[src/hdl/sfeb_pkg.sv]
// ----------------------------------------------------------------------------
// sfeb_pkg
// Shared types, constants and helpers of the stereo FIR equalizer.
// ----------------------------------------------------------------------------
package sfeb_pkg;

   localparam int SAMPLE_W   = 16;
   localparam int LEVEL_W    = 10;
   localparam int COEF_IDX_W = 6;
   localparam int PROD_W     = 2 * SAMPLE_W;
   localparam int CSR_IDX_W  = 1;
   localparam int ROUND_BIAS = 1 << (SAMPLE_W - 2);

   localparam logic signed [LEVEL_W:0]    LEVEL_WINDOW = 11'sd12;
   localparam logic signed [SAMPLE_W-1:0] SAMPLE_MAX   = 16'sh7FFF;
   localparam logic signed [SAMPLE_W-1:0] SAMPLE_MIN   = 16'sh8000;

   typedef enum logic [CSR_IDX_W-1:0] {
      CSR_BYPASS_LEVEL   = 1'b0,
      CSR_EQUALIZE_LEVEL = 1'b1
   } csr_index_type;

   typedef enum logic {
      KIND_AUDIO = 1'b0,
      KIND_COEF  = 1'b1
   } kind_type;

   typedef enum logic [2:0] {
      ST_CLEAR,
      ST_IDLE,
      ST_RUN,
      ST_DRAIN,
      ST_DONE
   } seq_state_type;

   typedef struct packed {
      logic clear;
      logic hist_we;
      logic coef_we;
      logic rd_en;
      logic acc_clear;
      logic finish;
   } seq_ctrl_type;

   function automatic logic near_level(input logic [LEVEL_W-1:0] reading,
                                       input logic [LEVEL_W-1:0] level);
      logic signed [LEVEL_W:0] diff;
      diff = $signed({1'b0, reading}) - $signed({1'b0, level});
      near_level = (diff < LEVEL_WINDOW) && (diff > -LEVEL_WINDOW);
   endfunction

endpackage

[src/hdl/sfeb_store.sv]
// ----------------------------------------------------------------------------
// sfeb_store
// Coefficient table and left/right delay lines, one write and one
// registered read port each.
// ----------------------------------------------------------------------------
module sfeb_store #(
   parameter int TAP_COUNT = 64,
   parameter int AW        = 6
) (
   input  logic                                    clock,
   input  logic                                    reset,
   input  sfeb_pkg::seq_ctrl_type                  ctrl,
   input  logic [AW-1:0]                           hist_wr_addr,
   input  logic [AW-1:0]                           coef_wr_addr,
   input  logic [AW-1:0]                           hist_rd_addr,
   input  logic [AW-1:0]                           coef_rd_addr,
   input  logic signed [sfeb_pkg::SAMPLE_W-1:0]    left_wr,
   input  logic signed [sfeb_pkg::SAMPLE_W-1:0]    right_wr,
   input  logic signed [sfeb_pkg::SAMPLE_W-1:0]    coef_wr,
   output logic signed [sfeb_pkg::SAMPLE_W-1:0]    left_rd,
   output logic signed [sfeb_pkg::SAMPLE_W-1:0]    right_rd,
   output logic signed [sfeb_pkg::SAMPLE_W-1:0]    coef_rd,
   output logic                                    rd_vld
);
   import sfeb_pkg::*;

   logic signed [SAMPLE_W-1:0] coef_mem  [TAP_COUNT];
   logic signed [SAMPLE_W-1:0] left_mem  [TAP_COUNT];
   logic signed [SAMPLE_W-1:0] right_mem [TAP_COUNT];

   logic signed [SAMPLE_W-1:0] coef_rd_ff;
   logic signed [SAMPLE_W-1:0] left_rd_ff;
   logic signed [SAMPLE_W-1:0] right_rd_ff;
   logic                       rd_vld_ff;

   logic signed [SAMPLE_W-1:0] coef_wr_in;
   logic signed [SAMPLE_W-1:0] left_wr_in;
   logic signed [SAMPLE_W-1:0] right_wr_in;

   assign coef_wr_in  = ctrl.clear ? '0 : coef_wr;
   assign left_wr_in  = ctrl.clear ? '0 : left_wr;
   assign right_wr_in = ctrl.clear ? '0 : right_wr;

   always_ff @(posedge clock) begin
      if (ctrl.coef_we) begin
         coef_mem[coef_wr_addr] <= coef_wr_in;
      end
      if (ctrl.rd_en) begin
         coef_rd_ff <= coef_mem[coef_rd_addr];
      end
   end

   always_ff @(posedge clock) begin
      if (ctrl.hist_we) begin
         left_mem[hist_wr_addr]  <= left_wr_in;
         right_mem[hist_wr_addr] <= right_wr_in;
      end
      if (ctrl.rd_en) begin
         left_rd_ff  <= left_mem[hist_rd_addr];
         right_rd_ff <= right_mem[hist_rd_addr];
      end
   end

   always_ff @(posedge clock) begin
      if (reset) begin
         rd_vld_ff <= 1'b0;
      end else begin
         rd_vld_ff <= ctrl.rd_en;
      end
   end

   assign coef_rd  = coef_rd_ff;
   assign left_rd  = left_rd_ff;
   assign right_rd = right_rd_ff;
   assign rd_vld   = rd_vld_ff;

endmodule

[config.mk]
export PLATFORM = sky130hd
export DESIGN_NAME = sfeb_store
export DESIGN_NICKNAME = d
export VERILOG_FILES = /design/src/hdl/sfeb_pkg.sv /design/src/hdl/sfeb_store.sv
export SDC_FILE = /design/constraint.sdc
export NUM_CORES = 2
export LEC_CHECK = 0
export BUFFER_PORTS_ARGS = -buffer_cell sky130_fd_sc_hd__buf_4
export CAP_MARGIN = 20
export CELL_PAD_IN_SITES_DETAIL_PLACEMENT = 1
export CELL_PAD_IN_SITES_GLOBAL_PLACEMENT = 1
export CORE_ASPECT_RATIO = 1.1
export CORE_MARGIN = 1
export CORE_UTILIZATION = 40
export CTS_CLUSTER_SIZE = 25
export DETAILED_ROUTE_END_ITERATION = 12
export PLACE_DENSITY_LB_ADDON = 0.1
export SETUP_SLACK_MARGIN = 0.05
export SLEW_MARGIN = 25
export SYNTH_ARGS = -nofsm -noshare
export SYNTH_HDL_FRONTEND = slang
export SYNTH_SLANG_ARGS = --single-unit
[constraint.sdc]
create_clock -name clock -period 5.35 [get_ports clock]
set_input_delay 1.07 -clock clock [delete_from_list [all_inputs] [get_ports clock]]
set_output_delay 1.07 -clock clock [all_outputs]
set_load 0.05 [all_outputs]
==> metrics <==
most frequent CP cell buf_4; placed cell count about 9,300; GP Congestion between 0.7 and 0.8; Top delay family on crit path buffers and inverters; Worst Path Max Fanout 47; Worst Path Arrival ~4.0 ns; num rows ~210; vias 56,600; Worst R2R Path Depth 6; Synth Net Count 5,292; initial core utilization 0.403; Iteration-0 DRC Markers about 4,600; Non-Filler Instances around 10,000; unique cell type count in the Yosys netlist 47; Switch Pwr 11.4 mW; Yosys reg bits around 3,100; post-synth top area share 0.786; Layout Nets 5,806; Synth area leader edfxtp_1; top_reg_cell synth edfxtp_1; placed instance area 127,000 sq um; postcts setup bufs 0; Mapped Avg Cell Area around 23 sq um; final hold vios 0; DR WL/cell roughly 34 um; Die H roughly 570 um; share of layout cells above drive strength 1 0.307; H-tree level count 5; Async SR Flop Fraction 0; Hold-fix buffers, CTS 0; leak pwr approximately 40 nW; clk_skew between 0.07 and 0.08 ns; CTS Buf Count between 300 and 400; Syn Inst Count 5,212; commonest cells in the netlist 3,120 x edfxtp_1, 733 x mux4_2, 198 x mux2i_1; relative slew slack 0.263; cell area after synthesis 119,000 sq um; post_cts resized 0; GRT overflow 0; CP endpoint left_rd[14]; area growth from synthesis to layout 15.9%; Clock Root Buffer clkbuf_16; CP required between 5 and 6 ns; Slowest-stage cell, CP buf_4; largest net degree at the start of global routing between 90 and 100; Sw Share 0.217; cell with the most instances after synthesis edfxtp_1; TritonCTS clock tree built; CP startpoint hist_rd_addr[0]; internal power between 40 and 50 mW; WL final about 340 mm; worst setup path class input port to flop; DP Wirelength 198 mm; PwrDens approximately 380 nW/um^2; Crit. End Element flop; VDD IR max 0.279 mV; core area around 300,000 sq um; first-pass GRT wire length between 400 and 500 mm; Clk Latency, worst-skew pair roughly 0.94 ns; Synth Warn # 0; Port Buffers 126; Final period util 0.632; Worst Tran Pin Value between 1 and 1.5 ns; CTS Buffer Depth 4; final setup vio count 0; RSZ-0062 raised after global routing false; remaining design rule violation count 0; Comb power frac 0.050; Max Cap Viol 0; Reg2Reg Setup Slack between 2 and 3 ns; status finished, final reports clean; Total GRT Usage 0.223; r2r endpoint left_rd[12]; hold crit path type input port to flop; TritonRoute pass-1 iters 7; largest incremental delay on the critical path between 0.6 and 0.7 ns; Seq/Total Area, Yosys 0.786; leading post-synthesis cells by cell area edfxtp_1 79%, mux4_2 14%, mux2i_1 1.7%, nor2_1 0.49%, a221oi_1 0.48%; stages on the worst setup path 8; setup TNS 0 ns; clock share of power 0.434; CTS Sinks approximately 3,100; total power draw around 53 mW; post-route cell area around 140,000 sq um; FMAX ~300 MHz; antenna violations before repair 10; Vias/cell roughly 5.7; number of I/O pins 129; Clock Pin Slew Worst Setup and Hold Paths around 0.060 ns; total die area 300,000 sq um; vias in the first global route around 60,000; crit-path cells buf_8, buf_4, mux4_2, o22ai_1, nor3_1, nor2_1, buf_4, a221oi_1; Setup crit start kind input port; EDFF count, synth roughly 3,100; worst reg2reg path startpoint left_mem[39][12]; Die Span X approximately 520 um; Reg power frac 0.517; Final Critical Period roughly 3.4 ns; buffer and inverter count on the worst path 3; ANT nets after route 0; Max Slew Vio Count 0
[metal layers]
| layer | share of wire | vias up | track usage |
|---|---|---|---|
| met1 | 0.41 | 31400 | 0.290 |
| met5 | 0.000039 | - | 0 |
| met4 | 0.031 | 2 | 0.0668 |
| met2 | 0.52 | 1390 | 0.390 |
| li1 | - | 23300 | - |
| met3 | 0.041 | 428 | 0.0260 |
[how the worst min path moves through the flow]
stage / start / end / slack, ns / depth (start not counted)
after floorplan: left_mem[34][7] / left_rd[7] / 0.76 / 4
after global placement: right_mem[29][14] / right_rd[14] / 0.85 / 3
after detailed placement: right_mem[24][14] / right_rd[14] / 0.91 / 3
after CTS: reset / rd_vld / 0.25 / 2
after global routing: reset / rd_vld / 0.29 / 2
final: reset / rd_vld / 0.33 / 2
[power by group through the flow]
stage                     Combinational, mW  Sequential, mW  Clock, mW
final                                  2.62            27.2       22.8
after global placement                 2.63            27.7          0
after global routing                   2.77            27.2       24.2
after CTS                              2.69            27.2       23.3
after floorplan                        1.40            27.8          0
after detailed placement               2.68            27.7          0
[per-stage QoR]
| step | setup WS [ns] | utilization | hold WS, ns |
|---|---|---|---|
| floorplan | 0.935 | - | 0.760 |
| global placement | 0.939 | 0.431 | 0.854 |
| detailed placement | 0.923 | 0.431 | 0.908 |
| CTS | 1.90 | 0.467 | 0.245 |
| global route | 1.86 | 0.467 | 0.293 |
| finish | 1.97 | 0.468 | 0.333 |
[cell usage in the layout (no fill, tap or decap), types with 5 or more instances in the layout]
cell type	count
buf_8	6
diode_2	5
a211oi_1	7
or3_1	7
and2_1	5
clkbuf_16	337
inv_6	9
mux2i_1	198
nand3b_1	8
a21oi_1	71
a32oi_1	6
o21ai_1	16
nor2b_4	50
a22o_1	24
clkinv_1	82
nand2b_1	15
a221oi_1	66
o211ai_1	12
nor3_1	18
buf_4	424
clkinvlp_4	8
nand2_1	66
o21ai_0	23
o221ai_1	39
inv_16	6
a22oi_1	58
bufinv_16	33
o211a_1	16
mux2_2	45
buf_12	33
nand3_1	34
mux4_2	733
nor2b_1	31
clkinv_2	55
edfxtp_1	3120
o22ai_1	49
o2111ai_1	6
nor2_1	89
clkbuf_1	65
nor2_4	65
[flip-flops by register name (all words and copies together), names as in the netlist]
signal and count:
coef_mem 1024, left_mem 1024, right_mem 1024, coef_rd 16, left_rd 16, right_rd 16
rd_vld 1
[cell families after synthesis]
logic type / after synthesis / share of synthesized area
AO/OA/AOI/OAI: 412 / 0.0251
buffers and inverters: 289 / 0.0128
flip-flops: 3121 / 0.786
multiplexers: 976 / 0.159
AND/OR/NAND/NOR: 414 / 0.0167
[final cells by class]
class                           count  area [sq um]
Antenna cell                        5          12.5
Multi-Input combinational cell   1802         24900
Fill cell                       26400        157000
Sequential cell                  3121         93700
Clock buffer                      402          8680
Clock inverter                    200          1980
Inverter                            1          3.75
Timing Repair Buffer              467          4010
Tap cell                         3903          4880
(Power assumes the default switching activity.)
