==> src/hdl/sfeb_pkg.sv <==
// ----------------------------------------------------------------------------
// sfeb_pkg
// Shared types, constants and helpers of the stereo FIR equalizer.
// ----------------------------------------------------------------------------
package sfeb_pkg;

   localparam int SAMPLE_W   = 16;
   localparam int LEVEL_W    = 10;
   localparam int COEF_IDX_W = 6;
   localparam int PROD_W     = 2 * SAMPLE_W;
   localparam int CSR_IDX_W  = 1;
   localparam int ROUND_BIAS = 1 << (SAMPLE_W - 2);

   localparam logic signed [LEVEL_W:0]    LEVEL_WINDOW = 11'sd12;
   localparam logic signed [SAMPLE_W-1:0] SAMPLE_MAX   = 16'sh7FFF;
   localparam logic signed [SAMPLE_W-1:0] SAMPLE_MIN   = 16'sh8000;

   typedef enum logic [CSR_IDX_W-1:0] {
      CSR_BYPASS_LEVEL   = 1'b0,
      CSR_EQUALIZE_LEVEL = 1'b1
   } csr_index_type;

   typedef enum logic {
      KIND_AUDIO = 1'b0,
      KIND_COEF  = 1'b1
   } kind_type;

   typedef enum logic [2:0] {
      ST_CLEAR,
      ST_IDLE,
      ST_RUN,
      ST_DRAIN,
      ST_DONE
   } seq_state_type;

   typedef struct packed {
      logic clear;
      logic hist_we;
      logic coef_we;
      logic rd_en;
      logic acc_clear;
      logic finish;
   } seq_ctrl_type;

   function automatic logic near_level(input logic [LEVEL_W-1:0] reading,
                                       input logic [LEVEL_W-1:0] level);
      logic signed [LEVEL_W:0] diff;
      diff = $signed({1'b0, reading}) - $signed({1'b0, level});
      near_level = (diff < LEVEL_WINDOW) && (diff > -LEVEL_WINDOW);
   endfunction

endpackage

==> src/hdl/sfeb_mac.sv <==
// ----------------------------------------------------------------------------
// sfeb_mac
// Two-lane multiply-accumulate unit, reused once per tap, with Q15
// rounding and saturation of the final sums.
// ----------------------------------------------------------------------------
module sfeb_mac #(
   parameter int AW = 6
) (
   input  logic                                    clock,
   input  logic                                    reset,
   input  logic                                    acc_clear,
   input  logic                                    rd_vld,
   input  logic signed [sfeb_pkg::SAMPLE_W-1:0]    coef_rd,
   input  logic signed [sfeb_pkg::SAMPLE_W-1:0]    left_rd,
   input  logic signed [sfeb_pkg::SAMPLE_W-1:0]    right_rd,
   output logic signed [sfeb_pkg::SAMPLE_W-1:0]    left_fir,
   output logic signed [sfeb_pkg::SAMPLE_W-1:0]    right_fir
);
   import sfeb_pkg::*;

   localparam int ACC_W = PROD_W + 1 + AW;

   logic signed [PROD_W-1:0] prod_l_ff;
   logic signed [PROD_W-1:0] prod_r_ff;
   logic                     prod_vld_ff;
   logic signed [ACC_W-1:0]  acc_l_ff;
   logic signed [ACC_W-1:0]  acc_r_ff;
   logic signed [ACC_W-1:0]  acc_l_in;
   logic signed [ACC_W-1:0]  acc_r_in;

   function automatic logic signed [SAMPLE_W-1:0] round_sat(
      input logic signed [ACC_W-1:0] acc
   );
      logic signed [ACC_W-1:0]        sum;
      logic [ACC_W-PROD_W+1:0]        hi;
      sum = acc + $signed(ACC_W'(ROUND_BIAS));
      hi  = sum[ACC_W-1:PROD_W-2];
      if ((&hi) || !(|hi)) begin
         round_sat = sum[PROD_W-2:SAMPLE_W-1];
      end else if (sum[ACC_W-1]) begin
         round_sat = SAMPLE_MIN;
      end else begin
         round_sat = SAMPLE_MAX;
      end
   endfunction

   always_ff @(posedge clock) begin
      prod_l_ff <= coef_rd * left_rd;
      prod_r_ff <= coef_rd * right_rd;
   end

   always_ff @(posedge clock) begin
      if (reset) begin
         prod_vld_ff <= 1'b0;
      end else begin
         prod_vld_ff <= rd_vld;
      end
   end

   always_comb begin
      acc_l_in = acc_l_ff;
      acc_r_in = acc_r_ff;
      if (acc_clear) begin
         acc_l_in = '0;
         acc_r_in = '0;
      end else if (prod_vld_ff) begin
         acc_l_in = acc_l_ff + {{(ACC_W-PROD_W){prod_l_ff[PROD_W-1]}}, prod_l_ff};
         acc_r_in = acc_r_ff + {{(ACC_W-PROD_W){prod_r_ff[PROD_W-1]}}, prod_r_ff};
      end
   end

   always_ff @(posedge clock) begin
      acc_l_ff <= acc_l_in;
      acc_r_ff <= acc_r_in;
   end

   assign left_fir  = round_sat(acc_l_ff);
   assign right_fir = round_sat(acc_r_ff);

endmodule

==> config.mk <==
export PLATFORM = sky130hd
export DESIGN_NAME = sfeb_mac
export DESIGN_NICKNAME = d
export VERILOG_FILES = /design/src/hdl/sfeb_pkg.sv /design/src/hdl/sfeb_mac.sv
export SDC_FILE = /design/constraint.sdc
export NUM_CORES = 2
export LEC_CHECK = 0
export BUFFER_PORTS_ARGS = -buffer_cell sky130_fd_sc_hd__buf_2
export CAP_MARGIN = 0
export CORE_AREA = 4 4 214 216
export DETAILED_ROUTE_END_ITERATION = 12
export DIE_AREA = 0 0 218 220
export GPL_TIMING_DRIVEN = 0
export PLACE_DENSITY = 0.95
export REMOVE_ABC_BUFFERS = 1
export SLEW_MARGIN = 20
export SYNTH_ARGS = -nofsm -noshare
export SYNTH_HDL_FRONTEND = slang
export SYNTH_SLANG_ARGS = --single-unit
==> constraint.sdc <==
create_clock -name clock -period 11.4 [get_ports clock]
set_clock_uncertainty 0.05 [all_clocks]
set_input_delay 1.14 -clock clock [delete_from_list [all_inputs] [get_ports clock]]
set_output_delay 1.14 -clock clock [all_outputs]
set_load 0.1 [all_outputs]
==> results.md <==
- Final WL: approximately 67 mm
- Antenna viol nets, final: 0
- WP data required: between 10 and 15 ns
- Drt drc: 0
- GR Util met2: between 50% and 60%
- Slew @ Worst Pin: ~0.8 ns
- Clk sinks: 143
- Top cell by count, worst path: fa_1
- I/O pin total: 84
- Antenna fix cells: 0
- CTS tree: yes
- Hold_sp: acc_r_ff[7]
- WHS Endpoint: acc_r_ff[7]
- Worst Setup Path Type: input pin to register
- Top delay family on crit path: adder cells
- I/O Buffers: just over 80
- Post-Route Setup TNS: 0 ns
- H-tree depth: 4
- CP max-delay cell: fa_1
- WP buf/inv: 4
- Yosys Warn Count: 0
- Mapped cell area: 28730 um^2
- Initial antenna violation count: 0
- Later-pin clock latency in the skew report: between 0.4 and 0.5 ns
- GRT Total Usage: between 20% and 30%
- DR pass1 iterations: 8
- GRT overflow: 0
- Largest net degree at the start of global routing: 45
- Synth async-reset ratio: 0%
- Hold/Removal Path Class: register to register
- Vias in the first global route: around 25000
- Post-synth top flop: dfxtp_1
- DR WL/cell: roughly 18 um
- Max_cap viols: 0
- # hold bufs at CTS: 0
- Max FO, Critical Path: 32
- Post-cts resize count: 0
- CP peak stage delay: a little over 0.8 ns
- Nets: slightly above 4000
- Yosys reg bits: around 140
- Period minus WS final: between 7 and 8 ns
- R2R setup slack: about 7.6 ns
- CP Capture Type: register
- Die Footprint: ~48000 um^2
- Die Y: 220 um
- Longest Clk Path Bufs: 2
- Relative slew slack: between 40% and 50%
- Starting DRC count in detailed routing: around 1900
- Layout cells sized above 1: slightly below 5%
- Post-synth EDFFs: 0
- Number of vias per cell: 5.943
- Row count: 77
- Max Slew Vio Count: 0
- Setup violators final: 0
- Post-CTS Setup Bufs: 0
- Gpl congestion: a little over 0.9
- Distinct cells, synth: 82
- Total CTS buffers: 17
- Core region area: about 44000 um^2
- Crit-path cells: buf_2 -> nand2_1 -> inv_1 -> fa_1 -> fa_1 -> inv_1 -> fa_1 -> fa_1 -> fa_1 -> fa_1 -> inv_1 -> ha_1 -> o21a_1 -> o21ai_0 -> a21oi_1 -> a21o_1 -> or4_1 -> a31o_1 -> a21oi_1 -> xnor2_1
- Busiest grt layer: met2
- Worst reg2reg path depth: 11
- First-pass GRT wire length: between 100 and 150 mm
- Area added between synthesis and finish: 4.987%
- Initial Util: 65.39%
- Reg2reg start: acc_l_ff[14]
- Arrival @ worst endpoint: 7.97 ns
- Vias: 22670
- Post-DP HPWL: roughly 52 mm
- Mapped Cells: roughly 3200
- Register area share after synthesis: around a tenth
- CTS Root Cell: clkbuf_16
- Hold path depth: 2
- Met1 Use GR: 35.93%
- Crit path launch type: input pin
- Reg clk slew, reported paths: approximately 0.060 ns
- Count of final hold-check violations: 0
- Average cell area after synthesis: roughly 8.9 um^2
- RSZ-0062 raised after global routing: false
- Reg2Reg Capture Point: acc_l_ff[35]
- DIE WIDTH: around 220 um
- M3 GR Usage: 6.095%
- Final Cycle Share: 66.93%
- Fmax: about 130 MHz
- Status: finished clean
==> layout make-up <==
| cell class | count | area (um^2) |
|---|---|---|
| Multi-Input combinational cell | 2351 | 23080 |
| Fill cell | 3049 | 13770 |
| Clock buffer | 21 | 491.7 |
| Tap cell | 592 | 740.7 |
| Timing Repair Buffer | 86 | 485.5 |
| Inverter | 611 | 2293 |
| Sequential cell | 143 | 2867 |
| Clock inverter | 10 | 203.9 |
==> through the flow <==
| stage | util, % | instance area, um^2 | setup WS (ns) | cells | hold WS [ns] |
|---|---|---|---|---|---|
| 2_1_floorplan | - | 28230 | 4.634 | 3105 | 0.3886 |
| 5_1_grt | 68.65 | 30160 | 3.449 | 3814 | 0.4746 |
| 4_1_cts | 68.65 | 30160 | 3.876 | 3814 | 0.4387 |
| 6_report | 68.65 | 30160 | 3.770 | 3814 | 0.4430 |
| 3_5_place_dp | 67.06 | 29460 | 3.406 | 3783 | 0.4306 |
| 3_3_place_gp | 66.89 | 29390 | 3.647 | 3780 | 0.4165 |
==> per-layer routing <==
metal  routed length, um  vias to the layer above
met5                   0                        -
met4                3446                        0
met3                5892                      329
met2               33090                     1159
met1               24870                    11130
li1                    -                    10050
==> worst reg2reg max path: cells and delay by family, from the launching register on <==
kind | cells | cell delay (ns)
fa+ha+maj | 1 | 0.32
xor+xnor | 1 | 0.52
compound gates | 9 | 2.30
flops | 1 | 0.44
==> cell usage after synthesis (all sizes together) (3+ instances only) <==
cell / number / area [um^2]
inv: 611 / 2293
fa: 526 / 10530
nand2: 315 / 1190
and2: 256 / 1604
ha: 242 / 3028
nor2: 161 / 619.3
dfxtp: 143 / 2863
a21oi: 137 / 693.2
xnor2: 128 / 1140
clkbuf: 112 / 420.4
o21ai: 87 / 435.4
a21o: 54 / 405.4
mux2i: 53 / 530.5
xor2: 45 / 394.1
nand3: 43 / 237.7
nor3: 30 / 171.4
a211oi: 25 / 197.7
and3: 25 / 156.4
nand2b: 24 / 150.1
o21bai: 22 / 165.2
nand4: 17 / 106.4
nor2b: 15 / 93.84
a31oi: 14 / 87.58
o21a: 14 / 113.9
buf: 12 / 72.57
or3: 11 / 68.82
and4: 9 / 78.83
o211ai: 9 / 67.56
nor4: 8 / 56.30
a21boi: 7 / 56.30
a31o: 7 / 61.31
a211o: 6 / 52.55
o31ai: 5 / 37.54
a221o: 4 / 40.04
a311oi: 4 / 35.03
a41oi: 4 / 35.03
o22ai: 4 / 25.02
o31a: 4 / 35.03
o41ai: 4 / 57.56
nand3b: 3 / 22.52
o311ai: 3 / 43.80
==> sequential cells by signal, indices dropped and copies added (netlist names) <==
| name | flops |
|---|---|
| prod_vld_ff | 1 |
| acc_l_ff | 39 |
| prod_r_ff | 32 |
| acc_r_ff | 39 |
| prod_l_ff | 32 |
==> cell usage in the layout, fill, tap and decap left out, types with 22 or more instances in the layout <==
cell type  netlist  routed
a211oi_1        23      23
a21o_1          54      54
a21oi_1        135     135
and2_1         255     255
and3_1          25      25
buf_2            7      82
dfxtp_1        143     142
fa_1           526     526
ha_1           242     242
inv_1          610     609
mux2i_1         53      53
nand2_1        314     314
nand2b_1        24      24
nand3_1         40      40
nor2_1         159     159
nor3_1          27      27
o21ai_0         69      69
o21bai_1        22      22
xnor2_1        127     127
xor2_1          45      45
==> worst max-delay path by stage <==
stage                                to         from  depth (start not counted)  slack, ns
after floorplan           prod_l_ff[30]   left_rd[1]                         19       4.63
after global placement    prod_l_ff[30]  coef_rd[15]                         20       3.65
after detailed placement  prod_l_ff[30]  coef_rd[15]                         20       3.41
after CTS                 prod_l_ff[30]  coef_rd[15]                         20       3.88
after global routing      prod_l_ff[30]  coef_rd[15]                         20       3.45
final                     prod_l_ff[30]  coef_rd[15]                         20       3.77
==> cell families after synthesis <==
kind of cell	Yosys count	synth area share [%]
mux	55	1.925
compound gates	432	9.857
fa+ha+maj	768	47.20
simple gates	923	16.01
xor+xnor	173	5.340
flops	143	9.966
buf+inv	735	9.700
Power is not shown: default switching activity piles up to over one toggle a cycle in this logic, so the estimate is an artifact.
