--- config.mk ---
export PLATFORM = sky130hd
export DESIGN_NAME = sfeb_seq
export DESIGN_NICKNAME = d
export VERILOG_FILES = /design/src/hdl/sfeb_pkg.sv /design/src/hdl/sfeb_seq.sv
export SDC_FILE = /design/constraint.sdc
export NUM_CORES = 1
export LEC_CHECK = 0
export BUFFER_PORTS_ARGS = -buffer_cell sky130_fd_sc_hd__buf_2
export CAP_MARGIN = 40
export CORE_MARGIN = 1
export CORE_UTILIZATION = 52
export CTS_CLUSTER_DIAMETER = 150
export DETAILED_ROUTE_END_ITERATION = 10
export PLACE_DENSITY = 0.79
export SLEW_MARGIN = 40
export SYNTH_ARGS = -nofsm -noshare
export SYNTH_HDL_FRONTEND = slang
export SYNTH_SLANG_ARGS = --single-unit
export TNS_END_PERCENT = 20
--- constraint.sdc ---
create_clock -name clock -period 2.4 [get_ports clock]
set_input_delay 0.12 -clock clock [delete_from_list [all_inputs] [get_ports clock]]
set_output_delay 0.12 -clock clock [all_outputs]
set_load 0.05 [all_outputs]
--- src/hdl/sfeb_pkg.sv ---
// ----------------------------------------------------------------------------
// sfeb_pkg
// Shared types, constants and helpers of the stereo FIR equalizer.
// ----------------------------------------------------------------------------
package sfeb_pkg;

   localparam int SAMPLE_W   = 16;
   localparam int LEVEL_W    = 10;
   localparam int COEF_IDX_W = 6;
   localparam int PROD_W     = 2 * SAMPLE_W;
   localparam int CSR_IDX_W  = 1;
   localparam int ROUND_BIAS = 1 << (SAMPLE_W - 2);

   localparam logic signed [LEVEL_W:0]    LEVEL_WINDOW = 11'sd12;
   localparam logic signed [SAMPLE_W-1:0] SAMPLE_MAX   = 16'sh7FFF;
   localparam logic signed [SAMPLE_W-1:0] SAMPLE_MIN   = 16'sh8000;

   typedef enum logic [CSR_IDX_W-1:0] {
      CSR_BYPASS_LEVEL   = 1'b0,
      CSR_EQUALIZE_LEVEL = 1'b1
   } csr_index_type;

   typedef enum logic {
      KIND_AUDIO = 1'b0,
      KIND_COEF  = 1'b1
   } kind_type;

   typedef enum logic [2:0] {
      ST_CLEAR,
      ST_IDLE,
      ST_RUN,
      ST_DRAIN,
      ST_DONE
   } seq_state_type;

   typedef struct packed {
      logic clear;
      logic hist_we;
      logic coef_we;
      logic rd_en;
      logic acc_clear;
      logic finish;
   } seq_ctrl_type;

   function automatic logic near_level(input logic [LEVEL_W-1:0] reading,
                                       input logic [LEVEL_W-1:0] level);
      logic signed [LEVEL_W:0] diff;
      diff = $signed({1'b0, reading}) - $signed({1'b0, level});
      near_level = (diff < LEVEL_WINDOW) && (diff > -LEVEL_WINDOW);
   endfunction

endpackage

--- src/hdl/sfeb_seq.sv ---
// ----------------------------------------------------------------------------
// sfeb_seq
// Sequencer: clearing pass, request intake, tap loop, pipeline drain and
// result hand-off.
// ----------------------------------------------------------------------------
module sfeb_seq #(
   parameter int TAP_COUNT = 64,
   parameter int AW        = 6
) (
   input  logic                                clock,
   input  logic                                reset,
   input  logic                                req_valid,
   input  logic                                req_kind,
   input  logic [sfeb_pkg::COEF_IDX_W-1:0]     req_coef_index,
   output logic                                req_ready,
   input  logic                                rsp_free,
   output sfeb_pkg::seq_ctrl_type              ctrl,
   output logic [AW-1:0]                       hist_wr_addr,
   output logic [AW-1:0]                       coef_wr_addr,
   output logic [AW-1:0]                       hist_rd_addr,
   output logic [AW-1:0]                       coef_rd_addr
);
   import sfeb_pkg::*;

   localparam logic [AW-1:0] LAST_TAP   = AW'(TAP_COUNT - 1);
   localparam logic [AW-1:0] DRAIN_LAST = AW'(1);

   seq_state_type state_ff, state_in;
   logic [AW-1:0] cnt_ff, cnt_in;
   logic [AW-1:0] head_ff, head_in;
   logic [AW-1:0] rd_ptr_ff, rd_ptr_in;
   logic [AW-1:0] head_prev;
   logic [AW-1:0] rd_ptr_next;
   logic          idx_ok;

   assign head_prev   = (head_ff == '0) ? LAST_TAP : head_ff - 1'b1;
   assign rd_ptr_next = (rd_ptr_ff == LAST_TAP) ? '0 : rd_ptr_ff + 1'b1;
   assign idx_ok      = 32'(req_coef_index) < TAP_COUNT;

   always_ff @(posedge clock) begin
      if (reset) begin
         state_ff  <= ST_CLEAR;
         cnt_ff    <= '0;
         head_ff   <= '0;
         rd_ptr_ff <= '0;
      end else begin
         state_ff  <= state_in;
         cnt_ff    <= cnt_in;
         head_ff   <= head_in;
         rd_ptr_ff <= rd_ptr_in;
      end
   end

   always_comb begin
      state_in     = state_ff;
      cnt_in       = cnt_ff;
      head_in      = head_ff;
      rd_ptr_in    = rd_ptr_ff;
      ctrl         = '0;
      req_ready    = 1'b0;
      hist_wr_addr = head_prev;
      coef_wr_addr = AW'(req_coef_index);
      hist_rd_addr = rd_ptr_ff;
      coef_rd_addr = cnt_ff;
      case (state_ff)
         ST_CLEAR: begin
            ctrl.clear   = 1'b1;
            ctrl.hist_we = 1'b1;
            ctrl.coef_we = 1'b1;
            hist_wr_addr = cnt_ff;
            coef_wr_addr = cnt_ff;
            if (cnt_ff == LAST_TAP) begin
               cnt_in   = '0;
               state_in = ST_IDLE;
            end else begin
               cnt_in = cnt_ff + 1'b1;
            end
         end
         ST_IDLE: begin
            req_ready = !reset;
            if (req_valid && !reset) begin
               if (req_kind == KIND_COEF) begin
                  ctrl.coef_we = idx_ok;
               end else begin
                  ctrl.hist_we   = 1'b1;
                  ctrl.acc_clear = 1'b1;
                  head_in        = head_prev;
                  rd_ptr_in      = head_prev;
                  cnt_in         = '0;
                  state_in       = ST_RUN;
               end
            end
         end
         ST_RUN: begin
            ctrl.rd_en = 1'b1;
            rd_ptr_in  = rd_ptr_next;
            if (cnt_ff == LAST_TAP) begin
               cnt_in   = '0;
               state_in = ST_DRAIN;
            end else begin
               cnt_in = cnt_ff + 1'b1;
            end
         end
         ST_DRAIN: begin
            if (cnt_ff == DRAIN_LAST) begin
               cnt_in   = '0;
               state_in = ST_DONE;
            end else begin
               cnt_in = cnt_ff + 1'b1;
            end
         end
         ST_DONE: begin
            if (rsp_free) begin
               ctrl.finish = 1'b1;
               state_in    = ST_IDLE;
            end
         end
         default: begin
            state_in = ST_IDLE;
         end
      endcase
   end

endmodule

==> results.md, run 1 <==
Routing:
- Detailed routing placed a total of approximately 1700 um of wire on met2.
- The sum of routed wire segments on met1 is 1720 um.
- The final wirelength is approximately 3600 um.
- Detailed routing inserted a total of 1,581 vias.
- Before antenna repair, the detailed router went through 5 iterations.
- For this run, design rule violations remaining after detail routing come to 0.
- After detailed routing, the number of vias per cell comes to 5.88.
- In the final routed layout, each cell accounts on average for 13.5 um.
- The highest metal layer used by the detailed router is met4.
- The met3 wirelength from detailed routing is approximately 140 um.
- The number of DRC markers after the initial detailed-route iteration is 111.
- The detail route stage leaves a number of antenna-violating nets equal to 0.

Cells and area:
- Summing all flip-flop and latch instances after layout gives 420 um2.
- The number of nets in the layout is around 260.
- The finished cells cover 1750 um2.
- The synthesis-to-layout area growth is 15.5%.
- The fill cell total of the finished layout is 264.
- The core utilization of the finished layout is 0.634.
- Of the cells placed in the final design, the portion with a size suffix greater than 1 is 0.265.
- The combined area of the multi-input logic cells is between 900 and 1000 um2.
- The number of antenna diodes in the final layout is 0.

Clock network:
- The number of buffers on the longest clock path is 2.
- The TritonCTS clock tree is done.
- Buffers inserted during clock tree synthesis total 3.
- After clock tree synthesis, the clock-pin slew on the worst setup and hold paths is 0.12 ns.
- The tree is rooted in a clkbuf_4.
- After clock tree synthesis, the flow added hold-fix buffers numbering 0.
- The total setup buffers inserted after CTS is 0.
- CTS built an H-tree with a depth of 1.
- At the later pin of the worst-skew pair, clock insertion delay measures 0.31 ns.
- The CTS sink count is 21.

Timing:
- The final setup violation count is 0.
- The final period utilization is 0.946.
- After layout, the worst setup slack is 0.131 ns.
- The final-report hold violation count is 0.
- The transition time of the tightest slew-check pin is 0.558 ns.
- For the final routed database, the setup TNS stands at 0 ns.
- Based on the critical path, the design can be clocked at up to 441 MHz.
- The worst slew margin relative to its limit is 0.625.
- The clock arrives with 0.00951 ns of skew.
- The number of pins exceeding their max-slew limit in the final report is 0.
- Setup repair after global routing left no endpoint under its margin.
- The minimum period implied by the final worst setup slack is 2.27 ns.

Synth:
- The leading area contributor after synthesis is dfxtp_1.
- Averaged over all synthesized cells, the footprint is 7.46 um2.
- For this run, the number of Yosys warnings is 0.
- The gate count after technology mapping is 203.
- After synthesis, the most frequently instantiated cells are nand2_1, nor2_1, dfxtp_1, a21oi_1, o21ai_0.
- The area fraction of the dominant cell type after synthesis is 0.278.
- The count of cell types in the netlist is 54.
- The number of synthesized flops with an enable pin is 0.
- The most used flip-flop cell after synthesis is dfxtp_1.
- When the netlist entered floorplanning its net count stood at 219.
- For this run, the register share of the synthesized area comes to 0.278.
- Of all flip-flops after synthesis, the portion carrying an async set or reset was 0.
- The summed instance area of the synthesized netlist is 1510 um2.
- Sorting the synthesized cells by area gives the leading types as dfxtp_1, nand2_1, nor2_1.
- The flop and latch count out of synthesis is 21.
- Among all cell types in the netlist, the one instantiated most often is nand2_1.

Setup path:
- By startpoint and endpoint, the worst setup path is classified as register to output port.
- The worst setup path is launched from a register.
- The number of buffer and inverter instances along the worst setup path is 2.
- Measured in cells, the most critical reg-to-reg path has a length of 6.
- The slowest stage of the critical path belongs to the cell or4b_4.
- Traced cell by cell, the critical path runs through inv_1 > ha_1 > or4b_4 > nor2_2 > nor3_1 > a21oi_1 > buf_2.
- The largest single stage delay on the critical path is between 0.4 and 0.5 ns.
- Along the worst path, the maximum fanout reaches 6.
- Data arrives at the worst endpoint at 2.15 ns.
- The endpoint type of the worst setup path is an output port.
- The kind of cell with the highest combined delay along the critical path is simple AND/OR/NAND/NOR gates.
- In this run the critical register-to-register path is launched from coef_rd_addr[1].
- The worst register-to-register path ends at coef_rd_addr[2].
- The worst reg-to-reg setup slack is ~0.51 ns.
- The required time at the worst-slack endpoint is between 2 and 2.5 ns.

Place:
- The pre-CTS setup slack is about 0.40 ns.
- The HPWL after detailed placement is approximately 2600 um.
- In this run the tool buffered the top-level ports with 41 buffer cells.
- The global placement routability congestion is 0.841.
- After detailed placement, the total cell area comes to 1720 um2.

GRT:
- The maximum number of pins on one net before global-route repair is 28.
- The number of antenna violations at the first check in global routing was 0.
- The first global-routing pass estimated 6160 um of wire.
- The number of global-route vias before repair is 1,383.
- In the global route stage, overall resource usage came out at 0.242.
- For this run the aggregate overflow at the end of global routing stands at 0.

Pwr:
- For this design the ratio of total power to cell area is about 370 nW/um2.
- The standby leakage power is 0.749 nW.
- The largest voltage drop on the vdd net is 0.512 mV.

Run status:
- The flow ran to the end, and the final reports show no timing, DRC or antenna violations.

Min path:
- The worst hold path terminates at state_ff[2].
- In this run the most critical hold path is launched from rsp_free.
- Counting instances, the worst hold path has a depth of 3.
- The path class of the tightest hold or removal check is input pin to register.

Floorplanning:
- After floorplanning, the core was sized to cover 2760 um2.
- The die covers 3130 um2.
- The initial cell density of the core is 0.549.
- In this run the core area contains 19 standard-cell rows.
- Pin placement for this block handled between 40 and 50 I/O pins.
- The die boundary height is 56.0 um.
- The die is around 56 um wide.

Flow run:
- The max capacitance violation total is 0.
layout by cell type (no fill, tap or decap), drive strengths merged, types with 2 or more instances in the layout:
| master | Yosys | final |
|---|---|---|
| nor3b | 2 | 2 |
| a211oi | 8 | 8 |
| buf | 8 | 43 |
| nand4 | 3 | 3 |
| nand3 | 8 | 8 |
| a31oi | 3 | 3 |
| clkbuf | 5 | 4 |
| o21a | 2 | 2 |
| nor2 | 23 | 23 |
| nor2b | 3 | 3 |
| a21oi | 15 | 15 |
| dfxtp | 21 | 21 |
| or3 | 4 | 4 |
| o21ai | 11 | 11 |
| inv | 8 | 8 |
| nand3b | 3 | 3 |
| o32ai | 2 | 2 |
| nand2b | 3 | 3 |
| o31a | 3 | 3 |
| nor3 | 8 | 8 |
| clkinv | 2 | 3 |
| nor4 | 2 | 2 |
| nand2 | 28 | 28 |
| and3 | 2 | 2 |
| ha | 5 | 5 |
| or3b | 3 | 3 |
| o211ai | 2 | 2 |
per-layer routing:
metal | vias up | track usage
met1 | 732 | 0.317
met5 | - | 0
met3 | 8 | 0.0512
met4 | 0 | 0.0767
met2 | 35 | 0.401
li1 | 806 | -
tightest hold or removal path: cells and delay by family:
family                 cells  cell delay, ns
AO/OA/AOI/OAI              1            0.05
buffers and inverters      1            0.10
AND/OR/NAND/NOR            1            0.10
area by class of cell:
cell class | instances | share of cell area
inverter | 10 | 0.0243
timing repair buffer | 44 | 0.132
clock buffer | 3 | 0.0129
multi-input combinational | 159 | 0.566
clock inverter | 1 | 0.00286
tap | 31 | 0.0222
sequential | 21 | 0.240
how the worst max path moves through the flow:
stage,startpoint,to,slack (ns),depth (start not counted)
2_1_floorplan,head_ff[0],hist_wr_addr[5],0.12,6
3_3_place_gp,head_ff[0],hist_wr_addr[5],0.44,7
3_5_place_dp,head_ff[0],hist_wr_addr[5],0.40,7
4_1_cts,head_ff[0],hist_wr_addr[5],0.04,7
5_1_grt,head_ff[0],hist_wr_addr[3],0.02,7
6_report,head_ff[0],hist_wr_addr[5],0.13,7
stage by stage:
stage / hold slack [ns] / std cells / power (mW)
6_report: 0.108 / 269 / 0.640
3_5_place_dp: 0.433 / 265 / 0.471
3_3_place_gp: 0.428 / 265 / 0.471
2_1_floorplan: 0.302 / 203 / 0.444
4_1_cts: 0.0957 / 269 / 0.647
5_1_grt: 0.118 / 269 / 0.666
logic make-up (layout without fill, tap and decap cells):
kind of cell	Yosys count	after routing	share of synthesized area
xor+xnor	1	1	0.00579
simple gates	96	96	0.329
mux	1	1	0.00991
flops	21	21	0.278
fa+ha+maj	5	5	0.0413
compound gates	56	56	0.266
buf+inv	23	58	0.0702
what timing repair did:
item                                   in CTS  in global routing
setup endpoints to repair                   0                  2
endpoints found under the hold margin       0                  0
resized for setup                           0                  2
report_power, final:
group	leakage [nW]	switching (mW)	internal [mW]	total (mW)
logic	0.561	0.0740	0.0285	0.103
clock network	0.0177	0.114	0.0623	0.176
registers	0.170	0.00827	0.353	0.361
sequential cells by signal, summed over array words and instances (netlist names):
| register | cells |
|---|---|
| hist_rd_addr | 6 |
| state_ff | 3 |
| head_ff | 6 |
| coef_rd_addr | 6 |
Power figures use the tool's default switching activity.
==> run 2: changes to the inputs <==
--- a/config.mk
+++ b/config.mk
@@ -8,10 +8,10 @@
 export BUFFER_PORTS_ARGS = -buffer_cell sky130_fd_sc_hd__buf_2
 export CAP_MARGIN = 40
 export CORE_MARGIN = 1
-export CORE_UTILIZATION = 52
+export CORE_UTILIZATION = 56
 export CTS_CLUSTER_DIAMETER = 150
 export DETAILED_ROUTE_END_ITERATION = 10
-export PLACE_DENSITY = 0.79
+export PLACE_DENSITY = 0.84
 export SLEW_MARGIN = 40
 export SYNTH_ARGS = -nofsm -noshare
 export SYNTH_HDL_FRONTEND = slang
==> constraint.sdc (replaced) <==
create_clock -name clock -period 2.66 [get_ports clock]
set_input_delay 0.133 -clock clock [delete_from_list [all_inputs] [get_ports clock]]
set_output_delay 0.133 -clock clock [all_outputs]
set_load 0.05 [all_outputs]
==> run 2 against run 1 <==
Compared with the run above: sequential power shrank 9.7%; critical path depth is the same; power shrank 8.3%; sequential cell count is the same; utilization grew 6.1 points; largest cell class unchanged.
==> results.md, run 2 (synthesis results as in run 1) <==
Run status:
- The flow ran to the end, and the final reports show no timing, DRC or antenna violations.

Floorplanning:
- The count of standard-cell rows is 18 (-1).
- The overall die width is 54.0 um (-3.5%).
- The count of pins on the block boundary is 42 (unchanged).
- The core footprint is 2520 um2 (-8.5%).
- The die boundary height is 54.0 um (-3.5%).
- The die outline area is 2920 um2 (-6.9%).
- The initial cell density of the core was 0.600 (+0.0512).

Setup path:
- The highest net fanout along the worst path is 6 (unchanged).
- The endpoint type of the worst setup path is an output port.
- The data arrival time of the worst path is 2.25 ns (+0.10 ns).
- The type of origin of the critical path is a register.
- The required time at the worst-slack endpoint is 2.53 ns (+0.25 ns).
- The worst setup path is of the register to output port kind.

Cells and area:
- The final standard cell area without fillers is 1750 um2 (+0.21%).
- The number of nets in the layout is 256 (+0.39%).
- The top cell types in the final layout, fill and taps aside, are buf_2, nand2_1, nor2_1.
- The most common cell after layout, fill and taps aside is buf_2.
- The count of non-filler cells in the finished layout is 269 (unchanged).
- The fill cell total of the finished layout is 233 (-12%).
- The ratio of cells with drive above 1 in the final layout was 0.264 (-0.00111).
- The core utilization of the finished layout is 0.695 (+0.0606).
- The area growth from synthesis to layout is 15.8%.
- The number of inserted diodes came to 0 (unchanged).

Flow run:
- The max capacitance violation total is 0 (unchanged).

GRT:
- The number of antenna violations at the first check in global routing came to 0 (unchanged).
- The final global-route overflow total is 0 (unchanged).
- The number of global-route vias before repair is 1,243 (-10%).
- The global-route wire length before repair is 5380 um (-13%).
- The maximum number of pins on one net before global-route repair is 28 (unchanged).
- The overall global routing resource usage is 0.250 (+0.00759).

Pwr:
- The total power density per cell area is 335 nW/um2 (-8.5%).
- The standby leakage power is 0.750 nW (+0.12%).
- The largest voltage drop on the vdd net is 0.298 mV (-42%).
- The post-layout total power is 0.587 mW (-8.3%).

Routing:
- The number of DRC markers after the initial detailed-route iteration is 33 (-70%).
- The detailed-routing iteration count for the pre-antenna-repair pass came to 4 (-1).
- The via count normalized by instance count is 5.85 (-0.44%).
- The DRC violation count after routing is 0 (unchanged).
- The post-route antenna net violation count is 0 (unchanged).
- The average detailed-routed wire length per instance is 13.3 um (-1.1%).
- The final wirelength came to 3580 um (-1.1%).
- The detailed-route via count is 1,574 (-0.44%).

Place:
- The global placement routability congestion is 0.836 (-0.59%).
- The total placed cells including tap cells is 265 (unchanged).
- The count of buffers inserted at the top-level ports is 41 (unchanged).
- The placement-stage cell area is 1720 um2 (+0.36%).
- The pre-CTS setup slack came to 0.638 ns (+0.235 ns).
- The post-DP HPWL came to 2620 um (+0.79%).

Timing:
- The number of pins exceeding their max-slew limit in the final report was 0 (unchanged).
- The final-report hold violation count was 0 (unchanged).
- For this run, the top clock speed supported by timing is between 400 and 500 MHz.
- Setup repair after global routing left no endpoint under its margin.
- The setup TNS is 0 ns (unchanged).
- Dividing the final minimum period by the clock period gives 0.895.
- The transition time of the tightest slew-check pin is 0.563 ns (+0.00497 ns).
- The post-route worst hold slack is 0.112 ns (+0.00419 ns).
- The worst slew margin relative to its limit was 0.622 (-0.00334).
- The final setup violation count was 0 (unchanged).
- The slack of the critical path is 0.279 ns (+0.148 ns).
- The clock skew after layout is 0.00516 ns (-0.00435 ns).
- The clock period could shrink to 2.38 ns.

Clock network:
- TritonCTS built the clock tree.
- The clock slew at the register clock pins of the worst setup and hold paths was 0.14 ns (+0.02 ns).
- The total setup buffers inserted after CTS is 0 (unchanged).
- The number of clock buffers inserted by TritonCTS is 3 (unchanged).
- The clock root buffer is clkbuf_4.
- The number of hold buffers added after cts is 0 (unchanged).
- The CTS sink count was 21 (unchanged).
- The clock network latency to the later pin of the worst-skew pair came to 0.31 ns (about the same).
- The number of buffers on the longest clock path is 2 (unchanged).
- The deepest level of the CTS H-tree is 1 (unchanged).
- The post-cts gate resize count came to 0 (unchanged).

Min path:
- The kind of path behind the tightest hold check is input pin to register.
-- run 2: path summary, 6_finish.rpt --
kind / endpoint / startpoint / slack, ns / cells after the start
worst max-delay path: hist_wr_addr[5] / head_ff[0] / 0.28 / 7
worst min-delay path: state_ff[2] / rsp_free / 0.11 / 3
worst max register to register: state_ff[1] / coef_rd_addr[1] / 0.76 / 6
worst min register to register: head_ff[1] / head_ff[1] / 0.56 / 2
-- run 2: power breakdown --
group | switching, mW | internal, mW | total (mW)
Clock | 0.110 | 0.0573 | 0.168
Sequential | 0.00749 | 0.319 | 0.326
Combinational | 0.0668 | 0.0262 | 0.0930
Total | 0.185 | 0.402 | 0.587
-- run 2: layout make-up --
cell class | count | area (um2) | area share
clock buffer | 3 | 22.5 | 0.0128
clock inverter | 1 | 7.51 | 0.00428
inverter | 10 | 42.5 | 0.0243
multi-input combinational | 159 | 987 | 0.563
sequential | 21 | 420 | 0.240
tap | 30 | 37.5 | 0.0214
timing repair buffer | 45 | 235 | 0.134
-- run 2: per-layer routing --
| layer | vias to the layer above | wire length (um) | global-route usage |
|---|---|---|---|
| li1 | 812 | - | - |
| met1 | 722 | 1710 | 0.323 |
| met2 | 36 | 1700 | 0.428 |
| met3 | 4 | 150 | 0.0424 |
| met4 | 0 | 21 | 0.0598 |
| met5 | - | 0 | 0 |
-- run 2: critical path, cell delays in order, from the launching register on --
cell and delay [ns]:
dfxtp_1 0.35, inv_1 0.14, ha_1 0.18, or4b_4 0.48, nor2_1 0.26, nor3_1 0.10
a21oi_1 0.15, buf_2 0.28
==> run 3: changes to the inputs <==
--- a/config.mk
+++ b/config.mk
@@ -8,10 +8,11 @@
 export BUFFER_PORTS_ARGS = -buffer_cell sky130_fd_sc_hd__buf_2
 export CAP_MARGIN = 40
 export CORE_MARGIN = 1
-export CORE_UTILIZATION = 56
+export CORE_UTILIZATION = 40
 export CTS_CLUSTER_DIAMETER = 150
 export DETAILED_ROUTE_END_ITERATION = 10
-export PLACE_DENSITY = 0.84
+export HOLD_SLACK_MARGIN = 0.12
+export PLACE_DENSITY = 0.63
 export SLEW_MARGIN = 40
 export SYNTH_ARGS = -nofsm -noshare
 export SYNTH_HDL_FRONTEND = slang
==> constraint.sdc (replaced) <==
create_clock -name clock -period 2.66 [get_ports clock]
set_input_delay 0 -clock clock [delete_from_list [all_inputs] [get_ports clock]]
set_output_delay 0 -clock clock [all_outputs]
set_load 0.05 [all_outputs]
==> run 3 against run 2 <==
Compared with the run above: first-iteration DRC count increased to 2.7 times the previous value; maximum frequency increased by 7.7%; sequential cell count unchanged; routed wire length increased by 7.1%; final area increased by 2.6%; power increased by 9.4%; final cell count increased by 6.3%; register-to-register slack improved by 0.03 ns; clock power increased by 32%; largest power group unchanged; highest routed layer unchanged.
==> results.md, run 3 (synthesis results as in run 1) <==
Run status:
- The flow ran to the end, and the final reports show no timing, DRC or antenna violations.

Clock network:
- The CTS sink count is 21 (unchanged).
- The number of clock buffers inserted by TritonCTS is 3 (unchanged).
- The deepest level of the CTS H-tree is 1 (unchanged).
- The clock slew at the register clock pins of the worst setup and hold paths came to 0.08 ns (-0.06 ns).
- The cell sitting at the root of the clock tree is a clkbuf_8.
- The post-cts gate resize count came to 0 (unchanged).
- The number of buffers on the longest clock path is 2 (unchanged).
- The TritonCTS clock tree is done.
- The clock network latency to the later pin of the worst-skew pair is 0.27 ns (-0.04 ns).

Routing:
- The post-route antenna net violation count was 0 (unchanged).
- The detailed-routing iteration count for the pre-antenna-repair pass came to 4 (unchanged).
- The number of DRC markers after the initial detailed-route iteration came to 88 (+170%).
- The average detailed-routed wire length per instance was 13.4 um (+0.72%).
- The final wirelength is 3840 um (+7.1%).
- The detailed-route via count came to 1,572 (-0.13%).
- The via count normalized by instance count is 5.50 (-6.1%).
- The DRC violation count after routing is 0 (unchanged).

Setup path:
- The highest net fanout along the worst path is 6 (unchanged).
- The data arrival time of the worst path came to 2.21 ns (-0.04 ns).
- The type of origin of the critical path is a register.
- The worst setup path is of the register to output port kind.
- The largest stage delay on the critical path is 0.47 ns (about the same).
- The endpoint type of the worst setup path is an output port.
- The cell class contributing the biggest share of worst-path delay is simple AND/OR/NAND/NOR gates.
- The number of buffer and inverter instances along the worst setup path is 2 (unchanged).
- The signal on the critical path passes through inv_1 > ha_1 > or4b_4 > nor2_1 > nor3_1 > a21oi_1 > buf_2.
- The cell with the biggest individual delay on the critical path is or4b_4.
- The required time at the worst-slack endpoint came to 2.66 ns (+0.13 ns).

Timing:
- The final setup violation count is 0 (unchanged).
- The number of pins exceeding their max-slew limit in the final report is 0 (unchanged).
- The transition time of the tightest slew-check pin is 0.543 ns (-0.0202 ns).
- The worst slew margin relative to its limit is 0.636 (+0.0136).
- The timing-limited maximum frequency was 452 MHz (+7.7%).
- The final-report hold violation count is 0 (unchanged).
- Setup repair after global routing left no endpoint under its margin.
- The final period utilization is 0.831 (-0.0641).
- The clock skew after layout is 0.00266 ns (-0.00250 ns).
- The minimum period implied by the final worst setup slack is 2.21 ns (-0.170 ns).
- The slack of the critical path is 0.449 ns (+0.170 ns).
- The setup TNS was 0 ns (unchanged).

Floorplanning:
- The count of standard-cell rows is 21 (+3).
- The count of pins on the block boundary is 42 (unchanged).
- The initial cell density of the core is 0.437 (-0.164).
- The core footprint is 3470 um2 (+38%).
- The die boundary height is 63.5 um (+18%).
- The die outline area is 4030 um2 (+38%).
- The overall die width came to 63.5 um (+18%).

Flow run:
- The max capacitance violation total is 0 (unchanged).

Place:
- The global placement routability congestion is 0.787 (-5.9%).
- The post-DP HPWL is 2740 um (+4.6%).
- The count of buffers inserted at the top-level ports came to 41 (unchanged).
- The pre-CTS setup slack was 0.770 ns (+0.132 ns).

Cells and area:
- The number of inserted diodes is 0 (unchanged).
- The most common cell after layout, fill and taps aside is buf_2.
- The combined area of the multi-input logic cells is 987 um2 (unchanged).
- From synthesis to final layout, the design area changed by 18.8%.
- The footprint of the flip-flops and latches is 420 um2 (unchanged).
- The fill cell total of the finished layout is 366 (+57%).
- The number of nets in the layout came to 257 (+0.39%).
- The ratio of cells with drive above 1 in the final layout is 0.263 (-0.00110).
- In the layout the commonest cells are buf_2, nand2_1, nor2_1.

GRT:
- The number of global-route vias before repair is 1,359 (+9.3%).
- The number of antenna violations at the first check in global routing is 0 (unchanged).
- The maximum number of pins on one net before global-route repair is 28 (unchanged).
- The overall global routing resource usage came to 0.196 (-0.0539).
- The final global-route overflow total is 0 (unchanged).
- The global-route wire length before repair came to 6290 um (+17%).

Pwr:
- The total power density per cell area came to 357 nW/um2 (+6.6%).
- The standby leakage power is 0.766 nW (+2.1%).
- The largest voltage drop on the vdd net is 0.220 mV (-26%).

Min path:
- The min-delay analysis places its worst path in the category input pin to register.
-- run 3: cell count changes in the layout (fill, tap and decap cells not counted), sizes merged --
cell,delta
clkinv,+1
clkinvlp,-1
dlygate4sd3,+1
-- run 3: through the flow --
| step | area (um2) | hold slack (ns) | power [mW] | util | instances |
|---|---|---|---|---|---|
| 3_3_place_gp | 1740 | 0.314 | 0.427 | 0.503 | 281 |
| 4_1_cts | 1800 | 0.201 | 0.648 | 0.519 | 286 |
| 6_report | 1800 | 0.200 | 0.642 | 0.519 | 286 |
| 5_1_grt | 1800 | 0.234 | 0.665 | 0.519 | 286 |
| 2_1_floorplan | 1510 | 0.182 | 0.401 | - | 203 |
| 3_5_place_dp | 1740 | 0.321 | 0.427 | 0.503 | 281 |
-- run 3: layer usage --
layer	share of wire	routed length, um	up-vias	global-route usage
met5	0	0	-	0
met4	0.017	67	0	0.0710
met3	0.039	151	7	0.0399
met2	0.47	1820	32	0.323
met1	0.47	1800	727	0.249
li1	-	-	806	-
-- run 3: final timing paths --
check	startpoint	to	slack [ns]	depth (start not counted)
max	head_ff[0]	hist_wr_addr[5]	0.45	7
min	reset	coef_rd_addr[1]	0.20	2
max reg2reg	state_ff[1]	hist_rd_addr[4]	0.79	5
min reg2reg	head_ff[1]	head_ff[1]	0.55	2
-- run 3: area by class of cell --
cell class,count,share of cell area
multi-input combinational,159,0.549
sequential,21,0.234
timing repair buffer,46,0.136
tap,46,0.0320
inverter,10,0.0236
clock buffer,3,0.0229
clock inverter,1,0.00278
-- run 3: report_power, final --
part / switching (mW) / internal [mW] / total, mW
registers: 0.00757 / 0.318 / 0.326
logic: 0.0679 / 0.0271 / 0.0950
clock network: 0.117 / 0.105 / 0.221
total: 0.192 / 0.450 / 0.642
-- run 3: repair_timing --
action	CTS	global route
buffers inserted	0	0
hold endpoints to repair	1	0
hold buffers	1	0
